$ cat config.mk
export PLATFORM = sky130hd
export DESIGN_NAME = lexeme_keyword_classifier
export DESIGN_NICKNAME = d
export VERILOG_FILES = /design/src/rtl/lkc_pkg.sv /design/src/rtl/lexeme_keyword_classifier.sv
export SDC_FILE = /design/constraint.sdc
export NUM_CORES = 1
export LEC_CHECK = 0
export BUFFER_PORTS_ARGS = -buffer_cell sky130_fd_sc_hd__buf_2
export CAP_MARGIN = 10
export CELL_PAD_IN_SITES_DETAIL_PLACEMENT = 1
export CELL_PAD_IN_SITES_GLOBAL_PLACEMENT = 1
export CORE_UTILIZATION = 45
export CTS_BUF_LIST = sky130_fd_sc_hd__clkbuf_8 sky130_fd_sc_hd__clkbuf_16
export DETAILED_ROUTE_END_ITERATION = 12
export GPL_TIMING_DRIVEN = 1
export PLACE_DENSITY_LB_ADDON = 0.15
export SLEW_MARGIN = 0
export SYNTH_ARGS = -nofsm -noshare
export SYNTH_HDL_FRONTEND = slang
export SYNTH_SLANG_ARGS = --single-unit
$ cat constraint.sdc
create_clock -name i_clk -period 5.4 [get_ports i_clk]
set_clock_uncertainty 0.2 [all_clocks]
set_input_delay 0.54 -clock i_clk [delete_from_list [all_inputs] [get_ports i_clk]]
set_output_delay 0.54 -clock i_clk [all_outputs]
set_load 0.03 [all_outputs]
$ cat src/rtl/lkc_pkg.sv
// ----------------------------------------------------------------------------
// lkc_pkg: keyword classifier constants
// Keyword byte table, token class codes and character constants.
// ----------------------------------------------------------------------------
package lkc_pkg;

    localparam int NUM_KW    = 61;
    localparam int KW_BYTES  = 28;
    localparam int KW_LEN_W  = $clog2(KW_BYTES + 1);
    localparam int MAX_LEN   = 32;
    localparam int POS_W     = 6;
    localparam int CLASS_W   = 7;

    typedef logic [KW_BYTES-1:0][7:0] t_kw_text;
    typedef logic [KW_LEN_W-1:0]      t_kw_len;
    typedef logic [CLASS_W-1:0]       t_class;

    localparam t_class CLS_DIRECTIVE  = 7'd61;
    localparam t_class CLS_INTEGER    = 7'd62;
    localparam t_class CLS_DOUBLE     = 7'd63;
    localparam t_class CLS_STRING     = 7'd64;
    localparam t_class CLS_CHAR       = 7'd65;
    localparam t_class CLS_IDENTIFIER = 7'd66;

    localparam logic [7:0] CH_HASH   = 8'h23;
    localparam logic [7:0] CH_DOT    = 8'h2E;
    localparam logic [7:0] CH_0      = 8'h30;
    localparam logic [7:0] CH_9      = 8'h39;
    localparam logic [7:0] CH_DQUOTE = 8'h22;
    localparam logic [7:0] CH_APOS   = 8'h27;
    localparam logic [7:0] CH_SPACE  = 8'h20;

    // Cyrillic lower-case letters in UTF-8
    localparam logic [15:0] C_A    = 16'hD0B0;
    localparam logic [15:0] C_B    = 16'hD0B1;
    localparam logic [15:0] C_V    = 16'hD0B2;
    localparam logic [15:0] C_G    = 16'hD0B3;
    localparam logic [15:0] C_D    = 16'hD0B4;
    localparam logic [15:0] C_E    = 16'hD0B5;
    localparam logic [15:0] C_ZH   = 16'hD0B6;
    localparam logic [15:0] C_I    = 16'hD0B8;
    localparam logic [15:0] C_IK   = 16'hD0B9;
    localparam logic [15:0] C_K    = 16'hD0BA;
    localparam logic [15:0] C_L    = 16'hD0BB;
    localparam logic [15:0] C_M    = 16'hD0BC;
    localparam logic [15:0] C_N    = 16'hD0BD;
    localparam logic [15:0] C_O    = 16'hD0BE;
    localparam logic [15:0] C_P    = 16'hD0BF;
    localparam logic [15:0] C_R    = 16'hD180;
    localparam logic [15:0] C_S    = 16'hD181;
    localparam logic [15:0] C_T    = 16'hD182;
    localparam logic [15:0] C_U    = 16'hD183;
    localparam logic [15:0] C_TS   = 16'hD186;
    localparam logic [15:0] C_CH   = 16'hD187;
    localparam logic [15:0] C_Y    = 16'hD18B;
    localparam logic [15:0] C_SOFT = 16'hD18C;
    localparam logic [15:0] C_YU   = 16'hD18E;
    localparam logic [15:0] C_YA   = 16'hD18F;

    // Keyword text, right-justified: the last byte sits in entry 0, the
    // unused upper entries are zero.
    localparam t_kw_text KW_TEXT [NUM_KW] = '{
        t_kw_text'({C_P, C_O, C_S, C_T, C_O, C_YA, C_N, C_N, C_O}),
        t_kw_text'({C_TS, C_E, C_L, C_Y, C_IK}),
        t_kw_text'({C_D, C_V, C_O, C_IK, C_N, C_O, C_IK}),
        t_kw_text'({C_B, C_U, C_L, C_SOFT}),
        t_kw_text'({C_P, C_U, C_S, C_T, C_O, C_T, C_A}),
        t_kw_text'({C_S, C_I, C_M, C_V, C_O, C_L}),
        t_kw_text'({C_S, C_T, C_R, C_O, C_K, C_A}),
        t_kw_text'({C_A, C_V, C_T, C_O, C_M, C_A, C_T, C_I, C_CH, C_E, C_S, C_K,
                    C_I, C_IK}),
        t_kw_text'({C_TS, C_I, C_K, C_L}),
        t_kw_text'({C_P, C_O, C_K, C_A}),
        t_kw_text'({C_D, C_E, C_L, C_A, C_IK}),
        t_kw_text'({C_P, C_R, C_E, C_R, C_V, C_A, C_T, C_SOFT}),
        t_kw_text'({C_P, C_R, C_O, C_D, C_O, C_L, C_ZH, C_I, C_T, C_SOFT}),
        t_kw_text'({C_E, C_S, C_L, C_I}),
        t_kw_text'({C_T, C_O, C_G, C_D, C_A}),
        t_kw_text'(">"),  t_kw_text'("<"),  t_kw_text'("<="), t_kw_text'(">="),
        t_kw_text'("=="), t_kw_text'("!="), t_kw_text'("&&"), t_kw_text'("||"),
        t_kw_text'("!"),
        t_kw_text'("+"),  t_kw_text'("-"),  t_kw_text'("*"),  t_kw_text'("/"),
        t_kw_text'("++"), t_kw_text'("--"), t_kw_text'("^"),
        t_kw_text'("{"),  t_kw_text'("}"),  t_kw_text'("("),  t_kw_text'(")"),
        t_kw_text'("["),  t_kw_text'("]"),
        t_kw_text'("="),  t_kw_text'("+="), t_kw_text'("-="), t_kw_text'("*="),
        t_kw_text'("/="),
        t_kw_text'({C_V, C_E, C_R, C_N, C_I}),
        t_kw_text'({C_P, C_R, C_O, C_TS, C_E, C_D, C_U, C_R, C_A}),
        t_kw_text'({C_P, C_A, C_M, C_YA, C_T, C_SOFT}),
        t_kw_text'({C_U, C_D, C_A, C_L, C_I, C_T, C_SOFT}),
        t_kw_text'({C_I, C_S, C_T, C_I, C_N, C_A}),
        t_kw_text'({C_L, C_O, C_ZH, C_SOFT}),
        t_kw_text'({C_P, C_E, C_R, C_E, C_K, C_L, C_YU, C_CH, C_A, C_T, C_E, C_L,
                    C_SOFT}),
        t_kw_text'({C_V, C_Y, C_B, C_O, C_R}),
        t_kw_text'({C_P, C_O, CH_SPACE, C_U, C_M, C_O, C_L, C_CH, C_A, C_N, C_I,
                    C_YU}),
        t_kw_text'(";"),  t_kw_text'(":"),  t_kw_text'(","),  t_kw_text'("."),
        t_kw_text'("?"),  t_kw_text'("::"), t_kw_text'("&"),
        t_kw_text'("//"), t_kw_text'("/*"), t_kw_text'("*/")
    };

    // Keyword bytes are never zero, so the length is the count of
    // nonzero entries. Elaboration-time only.
    function automatic t_kw_len kw_len(input t_kw_text t);
        t_kw_len n;
        n = '0;
        for (int i = 0; i < KW_BYTES; i++) begin
            if (t[i] != 8'h00) begin
                n = n + 1'b1;
            end
        end
        return n;
    endfunction

endpackage

$ cat src/rtl/lexeme_keyword_classifier.sv
// ----------------------------------------------------------------------------
// lexeme_keyword_classifier
// Classifies one UTF-8 lexeme, streamed a byte per transaction, into a
// keyword, directive, integer, double, string, char or identifier class.
// ----------------------------------------------------------------------------
//  channel | dir | tdata                 | tuser | tlast
//  s_axis  | in  | [7:0] lexeme_byte     | -     | final_byte
//  m_axis  | out | [6:0] token_class, 0  | -     | -
//
//  One byte per cycle while o_s_axis_tready is high; a lexeme gives its
//  class in the cycle after its final byte, from the result register.
//  Every keyword compares its byte at the current position in parallel;
//  the candidate mask and the digit/dot flags carry state between bytes.
//  Reset (i_rst_n low, synchronous) clears the candidate mask, position, digit/dot flags and the result valid flag.
//  o_s_axis_tready drops only while a result waits and m_axis is stalled.
// ----------------------------------------------------------------------------
module lexeme_keyword_classifier (
    input  logic       i_clk,
    input  logic       i_rst_n,
    input  logic       i_s_axis_tvalid,
    output logic       o_s_axis_tready,
    input  logic [7:0] i_s_axis_tdata,   // [7:0] lexeme_byte
    input  logic       i_s_axis_tlast,   // final_byte
    output logic       o_m_axis_tvalid,
    input  logic       i_m_axis_tready,
    output logic [7:0] o_m_axis_tdata    // [6:0] token_class, [7] zero
);
    import lkc_pkg::*;

    localparam logic [POS_W-1:0] POS_MAX = '1;

    logic [NUM_KW-1:0] r_cand;
    logic [POS_W-1:0]  r_pos;
    logic              r_all_digits;
    logic              r_double_valid;
    logic              r_dot_seen;
    logic [7:0]        r_first;
    logic              r_out_valid;
    t_class            r_out_class;

    logic [NUM_KW-1:0] n_cand;
    logic              n_all_digits;
    logic              n_double_valid;
    logic              n_dot_seen;
    logic [7:0]        n_first;
    t_class            n_class;

    logic [NUM_KW-1:0] w_match;
    t_class            w_kw_class;
    logic              w_accept;
    logic              w_digit;
    logic              w_dot;
    logic [7:0]        w_byte;

    assign w_byte          = i_s_axis_tdata;
    assign o_s_axis_tready = !r_out_valid || i_m_axis_tready;
    assign w_accept        = i_s_axis_tvalid && o_s_axis_tready;
    assign o_m_axis_tvalid = r_out_valid;
    assign o_m_axis_tdata  = {1'b0, r_out_class};

    // Per-keyword byte compare at the current position
    for (genvar k = 0; k < NUM_KW; k++) begin : g_kw
        localparam t_kw_len LEN = kw_len(KW_TEXT[k]);
        logic [KW_LEN_W-1:0] w_idx;
        logic                w_hit;

        // Text is right-justified, so position p sits at entry LEN-1-p
        assign w_idx = KW_LEN_W'(LEN - 1'b1) - r_pos[KW_LEN_W-1:0];
        assign w_hit = (r_pos < POS_W'(LEN)) && (r_pos < POS_W'(MAX_LEN))
                       && (KW_TEXT[k][w_idx] == w_byte);
        assign n_cand[k]  = r_cand[k] && w_hit;
        assign w_match[k] = n_cand[k] && ((7'(r_pos) + 7'd1) == 7'(LEN));
    end

    // Keywords are distinct, so at most one matches: OR the indices
    always_comb begin
        w_kw_class = '0;
        for (int k = 0; k < NUM_KW; k++) begin
            if (w_match[k]) begin
                w_kw_class = w_kw_class | CLASS_W'(k);
            end
        end
    end

    assign w_digit        = (w_byte >= CH_0) && (w_byte <= CH_9);
    assign w_dot          = (w_byte == CH_DOT);
    assign n_all_digits   = r_all_digits && w_digit;
    assign n_dot_seen     = r_dot_seen || w_dot;
    assign n_double_valid = r_double_valid && (w_dot ? !r_dot_seen : w_digit);
    assign n_first        = (r_pos == '0) ? w_byte : r_first;

    always_comb begin
        priority if (w_match != '0) begin
            n_class = w_kw_class;
        end else if (n_first == CH_HASH) begin
            n_class = CLS_DIRECTIVE;
        end else if (n_all_digits) begin
            n_class = CLS_INTEGER;
        end else if (n_double_valid) begin
            n_class = CLS_DOUBLE;
        end else if (n_first == CH_DQUOTE && w_byte == CH_DQUOTE) begin
            n_class = CLS_STRING;
        end else if (n_first == CH_APOS && w_byte == CH_APOS) begin
            n_class = CLS_CHAR;
        end else begin
            n_class = CLS_IDENTIFIER;
        end
    end

    always_ff @(posedge i_clk) begin
        if (!i_rst_n) begin
            r_cand         <= '1;
            r_pos          <= '0;
            r_all_digits   <= 1'b1;
            r_double_valid <= 1'b1;
            r_dot_seen     <= 1'b0;
            r_out_valid    <= 1'b0;
        end else begin
            if (w_accept && i_s_axis_tlast) begin
                // lexeme done: restart the scan
                r_cand         <= '1;
                r_pos          <= '0;
                r_all_digits   <= 1'b1;
                r_double_valid <= 1'b1;
                r_dot_seen     <= 1'b0;
            end else if (w_accept) begin
                r_cand         <= n_cand;
                r_pos          <= (r_pos == POS_MAX) ? POS_MAX : r_pos + 1'b1;
                r_all_digits   <= n_all_digits;
                r_double_valid <= n_double_valid;
                r_dot_seen     <= n_dot_seen;
            end
            if (w_accept && i_s_axis_tlast) begin
                r_out_valid <= 1'b1;
            end else if (i_m_axis_tready) begin
                r_out_valid <= 1'b0;
            end
        end
    end

    always_ff @(posedge i_clk) begin
        if (w_accept) begin
            r_first <= n_first;
        end
        if (w_accept && i_s_axis_tlast) begin
            r_out_class <= n_class;
        end
    end

    a_restart: assert property (@(posedge i_clk) disable iff (!i_rst_n)
        (w_accept && i_s_axis_tlast) |=> (r_pos == '0 && r_cand == '1))
        else $error("lexeme state not cleared after final byte");

    a_one_kw: assert property (@(posedge i_clk) disable iff (!i_rst_n)
        w_accept |-> $onehot0(w_match))
        else $error("more than one keyword matched");

    a_class_range: assert property (@(posedge i_clk) disable iff (!i_rst_n)
        o_m_axis_tvalid |-> (o_m_axis_tdata <= 8'(CLS_IDENTIFIER)))
        else $error("token class out of range");

    a_out_cause: assert property (@(posedge i_clk) disable iff (!i_rst_n)
        $rose(r_out_valid) |-> $past(w_accept && i_s_axis_tlast))
        else $error("result without a final byte");

    a_flags: assert property (@(posedge i_clk) disable iff (!i_rst_n)
        r_all_digits |-> (r_double_valid && !r_dot_seen))
        else $error("digit and dot flags inconsistent");

endmodule

==> run summary, run 1 <==
GLOBAL ROUTING
----------------------------------------------------------------------------------
Leftover overflow at the end of global routing ......................            0
Antenna violations before repair ....................................            5
First-pass GRT wire length ..........................................       112 mm
Largest net degree at the start of global routing ...................           58
GRT Resource Usage Total ............................................        0.494
Via count of the first global-routing pass ..........................        16600

OUTCOME
----------------------------------------------------------------------------------
Run status ..........................................................    completed

LOGIC SYNTHESIS
----------------------------------------------------------------------------------
Proportion of synthesized chip area in sequential cells .............        0.139
Fraction of post-synthesis cell area in the top cell type by area ...        0.105
Synthesized instance count ..........................................         1918
Post-synthesis area per instance ....................................     7.03 um2
Synth area leaders .................................................. sky130_fd_sc_hd__dfxtp_1 (11%), sky130_fd_sc_hd__nand2_1 (5.0%), sky130_fd_sc_hd__xnor2_1 (4.9%)
Post-synthesis instance area ........................................    13500 um2
Share of synthesized registers carrying an async set or reset .......            0
Netlist cell types ..................................................          113
Syn_nets ............................................................         1961
Flop and latch count out of synthesis ...............................           86
Number of warnings issued by yosys ..................................            0
Cell taking the most area after synthesis ........................... sky130_fd_sc_hd__dfxtp_1
Most frequently used flop master after synthesis .................... sky130_fd_sc_hd__dfxtp_1
Count of flip-flops with a built-in enable after synthesis ..........           15

PWR
----------------------------------------------------------------------------------
Areal power density over the cells ..................................   155 nW/um2
Maximum vdd ir drop .................................................     0.167 mV
Leakage .............................................................      5.24 nW

DIE
----------------------------------------------------------------------------------
Initial standard-cell utilization of the core .......................        0.456
Number of placed I/O pins ...........................................           23
Count of standard-cell rows .........................................           63
Chip height .........................................................       175 um
Floorplan die width .................................................       175 um
Standard cell core area .............................................    29600 um2
Die area ............................................................    30700 um2

ROUTING
----------------------------------------------------------------------------------
Detail-routed via count per cell ....................................         7.59
Wire length reported by the detailed router .........................      76.5 mm
Iteration count of the initial detailed-routing pass ................            9
Initial drt markers .................................................         2565
Post-DR wirelength/cell .............................................      33.5 um
Final routed DRC violation total ....................................            0
Via total after detailed routing ....................................        17300
Remaining number of nets flagged by the antenna check after routing .            0

CLOCKING
----------------------------------------------------------------------------------
Post-CTS setup buffers ..............................................            0
Total clock sinks ...................................................           86
H-tree depth ........................................................            3
Clk slew on worst S/H paths .........................................      0.09 ns
Source-to-sink clock delay at the later pin of the worst-skew pair ..      0.39 ns
Count of hold buffers inserted by post-cts repair ...................            0
Clock tree root buffer cell ......................................... sky130_fd_sc_hd__clkbuf_16
TritonCTS clock tree ................................................          yes
Maximum count of clock buffers along a single path ..................            2
Total clock buffers created by CTS ..................................            9
Cells resized by post-CTS repair ....................................            0

FINAL LAYOUT
----------------------------------------------------------------------------------
Most common cell after layout, fill and taps aside .................. sky130_fd_sc_hd__nand2_1
Area added between synthesis and finish .............................        7.38%
Non-Filler Instances ................................................         2283
Fill cell count .....................................................         3823
Share of final-layout standard cells stronger than drive strength 1 .        0.129
Commonest cells after routing, fill and taps aside .................. sky130_fd_sc_hd__nand2_1 (179), sky130_fd_sc_hd__nor2_1 (131), sky130_fd_sc_hd__o21ai_0 (119)
Final nets ..........................................................         1929

WORST SETUP PATH
----------------------------------------------------------------------------------
Maximum cell stage delay along the critical path ....................      0.80 ns
Critical path type ..................................................      reg2reg
Launching element type of the critical path .........................    flip-flop
Cell at the slowest stage of the critical path ...................... sky130_fd_sc_hd__nor4_1
Most Frequent Cell on Critical Path ................................. sky130_fd_sc_hd__buf_4
Max FO, Critical Path ...............................................           57
Critical path data required time ....................................      5.35 ns
Critical path cell sequence ......................................... buf_4 -> buf_4 -> nand2b_1 -> buf_4 -> nor3_1 -> or3_1 -> a2111oi_0 -> nand4bb_1 -> nor4_1 -> a2111o_1 -> nor4_2 -> nand4_2 -> mux2_2
Setup slack on the worst flop-to-flop path ..........................      0.16 ns
Worst Setup End Kind ................................................    flip-flop
Worst Path Arrival ..................................................      5.19 ns

PLACE
----------------------------------------------------------------------------------
Routability congestion estimate from global placement ...............         1.10
IO Port Bufs ........................................................           21
Post-detailed-placement half-perimeter wirelength ...................      56.0 mm
Count of placed standard cells including taps .......................         2265

JOB
----------------------------------------------------------------------------------
Max-capacitance violation count .....................................            0

TIMING
----------------------------------------------------------------------------------
Fmax achieved .......................................................      191 MHz
Final Slew Violations ...............................................            0
Part of the cycle the worst path needs ..............................        0.971
Setup-violating endpoint count in the final report ..................            0
Setup tns final .....................................................         0 ns
Pin slew with the least headroom to its limit .......................      1.17 ns
Final hold viol count ...............................................            0
Min Clock Period, post-route ........................................      5.24 ns
Worst rel slew slack ................................................        0.217
Unrepaired setup endpoints after global routing .....................           no

WORST HOLD PATH
----------------------------------------------------------------------------------
Worst min-delay path category .......................................      reg2reg

-- layer usage --
metal,vias up,part of all wire,GRT usage
met2,1369,0.41,0.714
li1,7217,-,-
met1,8420,0.39,0.647
met5,-,0.00017,0
met3,323,0.14,0.140
met4,2,0.065,0.297
-- cell families after synthesis --
logic type	share of synthesized area
buffers and inverters	0.0812
flip-flops	0.139
AO/OA/AOI/OAI	0.315
adder cells (fa/ha/maj)	0.0278
other	0.000278
XOR/XNOR	0.0711
AND/OR/NAND/NOR	0.315
multiplexers	0.0512
-- synth_stat cells, drive strengths merged, types with 44 or more instances --
master,n
a21oi,105
buf,106
clkbuf,77
dfxtp,71
inv,44
nand2,185
nand3,78
nand4,44
nor2,134
nor3,69
o21ai,136
xnor2,79
-- final cells by class --
cell class	instances	area [um2]	area share
antenna	2	5.00	0.000346
clock buffer	11	264	0.0182
clock inverter	5	32.5	0.00225
inverter	49	184	0.0127
timing repair buffer	140	1070	0.0741
multi-input combinational	1600	10600	0.729
tap	390	488	0.0337
sequential	86	1880	0.130
-- path summary, 6_finish.rpt --
path         startpoint              to  depth (start not counted)
max            r_pos[2]  r_out_class[2]                         13
max reg2reg    r_pos[2]  r_out_class[2]                         13
min reg2reg  r_cand[37]      r_cand[37]                          2
min          r_cand[37]      r_cand[37]                          2
-- flip-flops by register name (all words and copies together) (netlist names) --
signal           cells
r_double_valid       1
r_cand              61
r_out_class          7
r_pos                6
r_dot_seen           1
r_first              8
o_m_axis_tvalid      1
r_all_digits         1
-- stage by stage --
stage | setup WS, ns | power, W | area [um2] | hold WS [ns] | utilization
after floorplan | 0.818 | 0.00123 | 13500 | 0.235 | -
after global placement | 0.481 | 0.00152 | 14200 | 0.250 | 0.480
after detailed placement | 0.405 | 0.00153 | 14200 | 0.253 | 0.480
after CTS | 0.396 | 0.00220 | 14500 | 0.265 | 0.490
after global routing | 0.133 | 0.00230 | 14500 | 0.283 | 0.490
final | 0.157 | 0.00225 | 14500 | 0.265 | 0.490
-- worst max-delay path: cells and delay by family, from the launching register on --
family	cells	cell delay [ns]
and+or+nand+nor	7	2.12
buffers and inverters	3	1.05
AOI/OAI and AO/OA	2	0.92
muxes	1	0.36
DFF	1	0.33
-- power by group --
| part | switching (W) | internal (W) | leakage, nW | total, W |
|---|---|---|---|---|
| Clock | 0.000325 | 0.000354 | 0.150 | 0.000678 |
| Combinational | 0.000580 | 0.000263 | 4.36 | 0.000843 |
| Sequential | 0.0000306 | 0.000695 | 0.734 | 0.000725 |
| Total | 0.000936 | 0.00131 | 5.24 | 0.00225 |
Power figures use the tool's default switching activity.
==> run 2: changes to the inputs <==
Settings changed: REMOVE_ABC_BUFFERS set to 1.
==> run 2 against run 1 <==
  * Via count increased by 1.2%
  * Utilization down 0.13 points
  * Largest power group unchanged
  * Sequential power is 0.7% lower
  * Largest cell class unchanged
==> run summary, run 2 (synthesis gave the netlist of run 1 again) <==
DIE
----------------------------------------------------------------------------------
Floorplan die width .................................................       175 um   unchanged
Initial standard-cell utilization of the core .......................        0.456   unchanged
Count of standard-cell rows .........................................           63   unchanged
Chip height .........................................................       175 um   unchanged
Standard cell core area .............................................    29600 um2   unchanged
Die area ............................................................    30700 um2   unchanged
Number of placed I/O pins ...........................................           23   unchanged

FINAL LAYOUT
----------------------------------------------------------------------------------
Most common cell after layout, fill and taps aside .................. sky130_fd_sc_hd__nand2_1   unchanged
Top Registers ....................................................... r_cand: 61 flops, r_first: 8 flops, r_out_class: 7 flops   unchanged
Area added between synthesis and finish .............................        7.11%   was 7.38%
Share of final-layout standard cells stronger than drive strength 1 .        0.131   was 0.129
Diode count .........................................................            0   was 2
Max reg flops .......................................................           61   unchanged
Commonest cells after routing, fill and taps aside .................. sky130_fd_sc_hd__nand2_1 (179), sky130_fd_sc_hd__nor2_1 (131), sky130_fd_sc_hd__buf_4 (120)   was sky130_fd_sc_hd__nand2_1 (179), sky130_fd_sc_hd__nor2_1 (131), sky130_fd_sc_hd__o21ai_0 (119)
Register with the most flip-flops ...................................       r_cand   unchanged
Final nets ..........................................................         1931   was 1929

CLOCKING
----------------------------------------------------------------------------------
Clk slew on worst S/H paths .........................................      0.08 ns   was 0.09 ns
TritonCTS clock tree ................................................          yes   unchanged
Total clock sinks ...................................................           86   unchanged
Maximum count of clock buffers along a single path ..................            2   unchanged
H-tree depth ........................................................            3   unchanged
Clock tree root buffer cell ......................................... sky130_fd_sc_hd__clkbuf_16   unchanged
Source-to-sink clock delay at the later pin of the worst-skew pair ..      0.38 ns   was 0.39 ns
Total clock buffers created by CTS ..................................            9   unchanged
Post-CTS setup buffers ..............................................            0   unchanged

WORST SETUP PATH
----------------------------------------------------------------------------------
Critical path data required time ....................................      5.32 ns   was 5.35 ns
Critical path type ..................................................      reg2reg   unchanged
Max FO, Critical Path ...............................................           10   was 57
Worst Setup End Kind ................................................    flip-flop   unchanged
Worst Path Arrival ..................................................      5.23 ns   was 5.19 ns
Launching element type of the critical path .........................    flip-flop   unchanged

ROUTING
----------------------------------------------------------------------------------
Detail-routed via count per cell ....................................         7.68   was 7.59
Initial drt markers .................................................         2670   was 2565
Remaining number of nets flagged by the antenna check after routing .            0   unchanged
Iteration count of the initial detailed-routing pass ................            5   was 9
Final routed DRC violation total ....................................            0   unchanged
Via total after detailed routing ....................................        17500   was 17300
Wire length reported by the detailed router .........................      78.5 mm   was 76.5 mm
Post-DR wirelength/cell .............................................      34.4 um   was 33.5 um

TIMING
----------------------------------------------------------------------------------
Pin slew with the least headroom to its limit .......................      1.22 ns   was 1.17 ns
Part of the cycle the worst path needs ..............................        0.984   was 0.971
Unrepaired setup endpoints after global routing .....................           no   unchanged
Worst rel slew slack ................................................        0.185   was 0.217
Final hold viol count ...............................................            0   unchanged
Final Slew Violations ...............................................            0   unchanged
Fin worst setup slack ...............................................    0.0852 ns   was 0.157 ns
Fmax achieved .......................................................      188 MHz   was 191 MHz
Setup-violating endpoint count in the final report ..................            0   unchanged
Min Clock Period, post-route ........................................      5.31 ns   was 5.24 ns

GLOBAL ROUTING
----------------------------------------------------------------------------------
Leftover overflow at the end of global routing ......................            0   unchanged
GRT Resource Usage Total ............................................        0.504   was 0.494
First-pass GRT wire length ..........................................       114 mm   was 112 mm
Antenna violations before repair ....................................            4   was 5
Largest net degree at the start of global routing ...................           67   was 58
Via count of the first global-routing pass ..........................        16700   was 16600

PWR
----------------------------------------------------------------------------------
Areal power density over the cells ..................................   159 nW/um2   was 155 nW/um2
Maximum vdd ir drop .................................................     0.118 mV   was 0.167 mV
Part of the power in the clock network ..............................        0.311   was 0.302
Share of total power consumed by net switching ......................        0.425   was 0.416
Internal cell power .................................................    0.00132 W   was 0.00131 W
Total power .........................................................    0.00229 W   was 0.00225 W
Switching power .....................................................   0.000974 W   was 0.000936 W
Portion of total power attributed to sequential cells ...............        0.314   was 0.323
Gate power share ....................................................        0.375   about the same
Leakage .............................................................      5.24 nW   about the same

JOB
----------------------------------------------------------------------------------
Max-capacitance violation count .....................................            0   unchanged

PLACE
----------------------------------------------------------------------------------
Place WS ............................................................     0.277 ns   was 0.405 ns
Routability congestion estimate from global placement ...............         1.07   was 1.10
Post-detailed-placement half-perimeter wirelength ...................      57.4 mm   was 56.0 mm
IO Port Bufs ........................................................           21   unchanged

WORST HOLD PATH
----------------------------------------------------------------------------------
Worst min-delay path category .......................................      reg2reg   unchanged

OUTCOME
----------------------------------------------------------------------------------
Run status ..........................................................    completed   unchanged

run 2: repair_timing:
action                                  in CTS  in global routing
endpoints found under the setup margin       0                  4
hold buffers                                 0                  0
gates resized for setup                      0                  2
run 2: layer usage:
metal	track usage	part of all wire
met5	0	0.00045
met4	0.318	0.078
met3	0.161	0.14
met2	0.735	0.41
met1	0.639	0.38
run 2: worst max-delay path, cell delays in order (launching register included):
cell                       delay (ns)
sky130_fd_sc_hd__dfxtp_1         0.32
sky130_fd_sc_hd__inv_1           0.41
sky130_fd_sc_hd__ha_1            0.46
sky130_fd_sc_hd__ha_1            0.23
sky130_fd_sc_hd__nor2b_1         0.17
sky130_fd_sc_hd__mux2i_1         0.28
sky130_fd_sc_hd__buf_4           0.28
sky130_fd_sc_hd__nor2_2          0.38
sky130_fd_sc_hd__a211oi_1        0.16
sky130_fd_sc_hd__buf_4           0.20
sky130_fd_sc_hd__and3_1          0.16
sky130_fd_sc_hd__o21ai_0         0.61
sky130_fd_sc_hd__nand4_1         0.30
sky130_fd_sc_hd__nor4_2          0.25
sky130_fd_sc_hd__nand4_2         0.25
sky130_fd_sc_hd__mux2_1          0.39
run 2: power groups by stage:
stage / clock network (W) / registers, W / logic (W)
CTS: 0.000706 / 0.000719 / 0.000808
detailed placement: 0 / 0.000733 / 0.000803
global route: 0.000719 / 0.000723 / 0.000880
finish: 0.000712 / 0.000720 / 0.000859
floorplan: 0 / 0.000735 / 0.000432
global placement: 0 / 0.000732 / 0.000789
run 2: final cells by class:
cell class	instances	area, um2
sequential	86	1880
timing repair buffer	142	1030
tap	390	488
clock inverter	7	70.1
inverter	49	184
clock buffer	9	225
multi-input combinational	1600	10600
fill	3822	15100
run 2: path summary, 6_finish.rpt:
check / from / end / slack, ns / depth (start not counted)
worst min register to register: r_cand[33] / r_cand[33] / 0.27 / 2
worst min-delay path: r_cand[33] / r_cand[33] / 0.27 / 2
worst max register to register: r_pos[1] / r_out_class[4] / 0.09 / 15
worst max-delay path: r_pos[1] / r_out_class[4] / 0.09 / 15
run 2: through the flow:
| step | utilization | hold slack (ns) | setup TNS, ns | instance area, um2 | std cells |
|---|---|---|---|---|---|
| after floorplan | - | 0.235 | -17.69 | 12600 | 1735 |
| after detailed placement | 0.478 | 0.259 | 0 | 14100 | 2267 |
| after global placement | 0.478 | 0.247 | 0 | 14100 | 2267 |
| after global routing | 0.489 | 0.289 | 0 | 14400 | 2283 |
| after CTS | 0.488 | 0.275 | 0 | 14400 | 2283 |
| final | 0.489 | 0.271 | 0 | 14400 | 2283 |
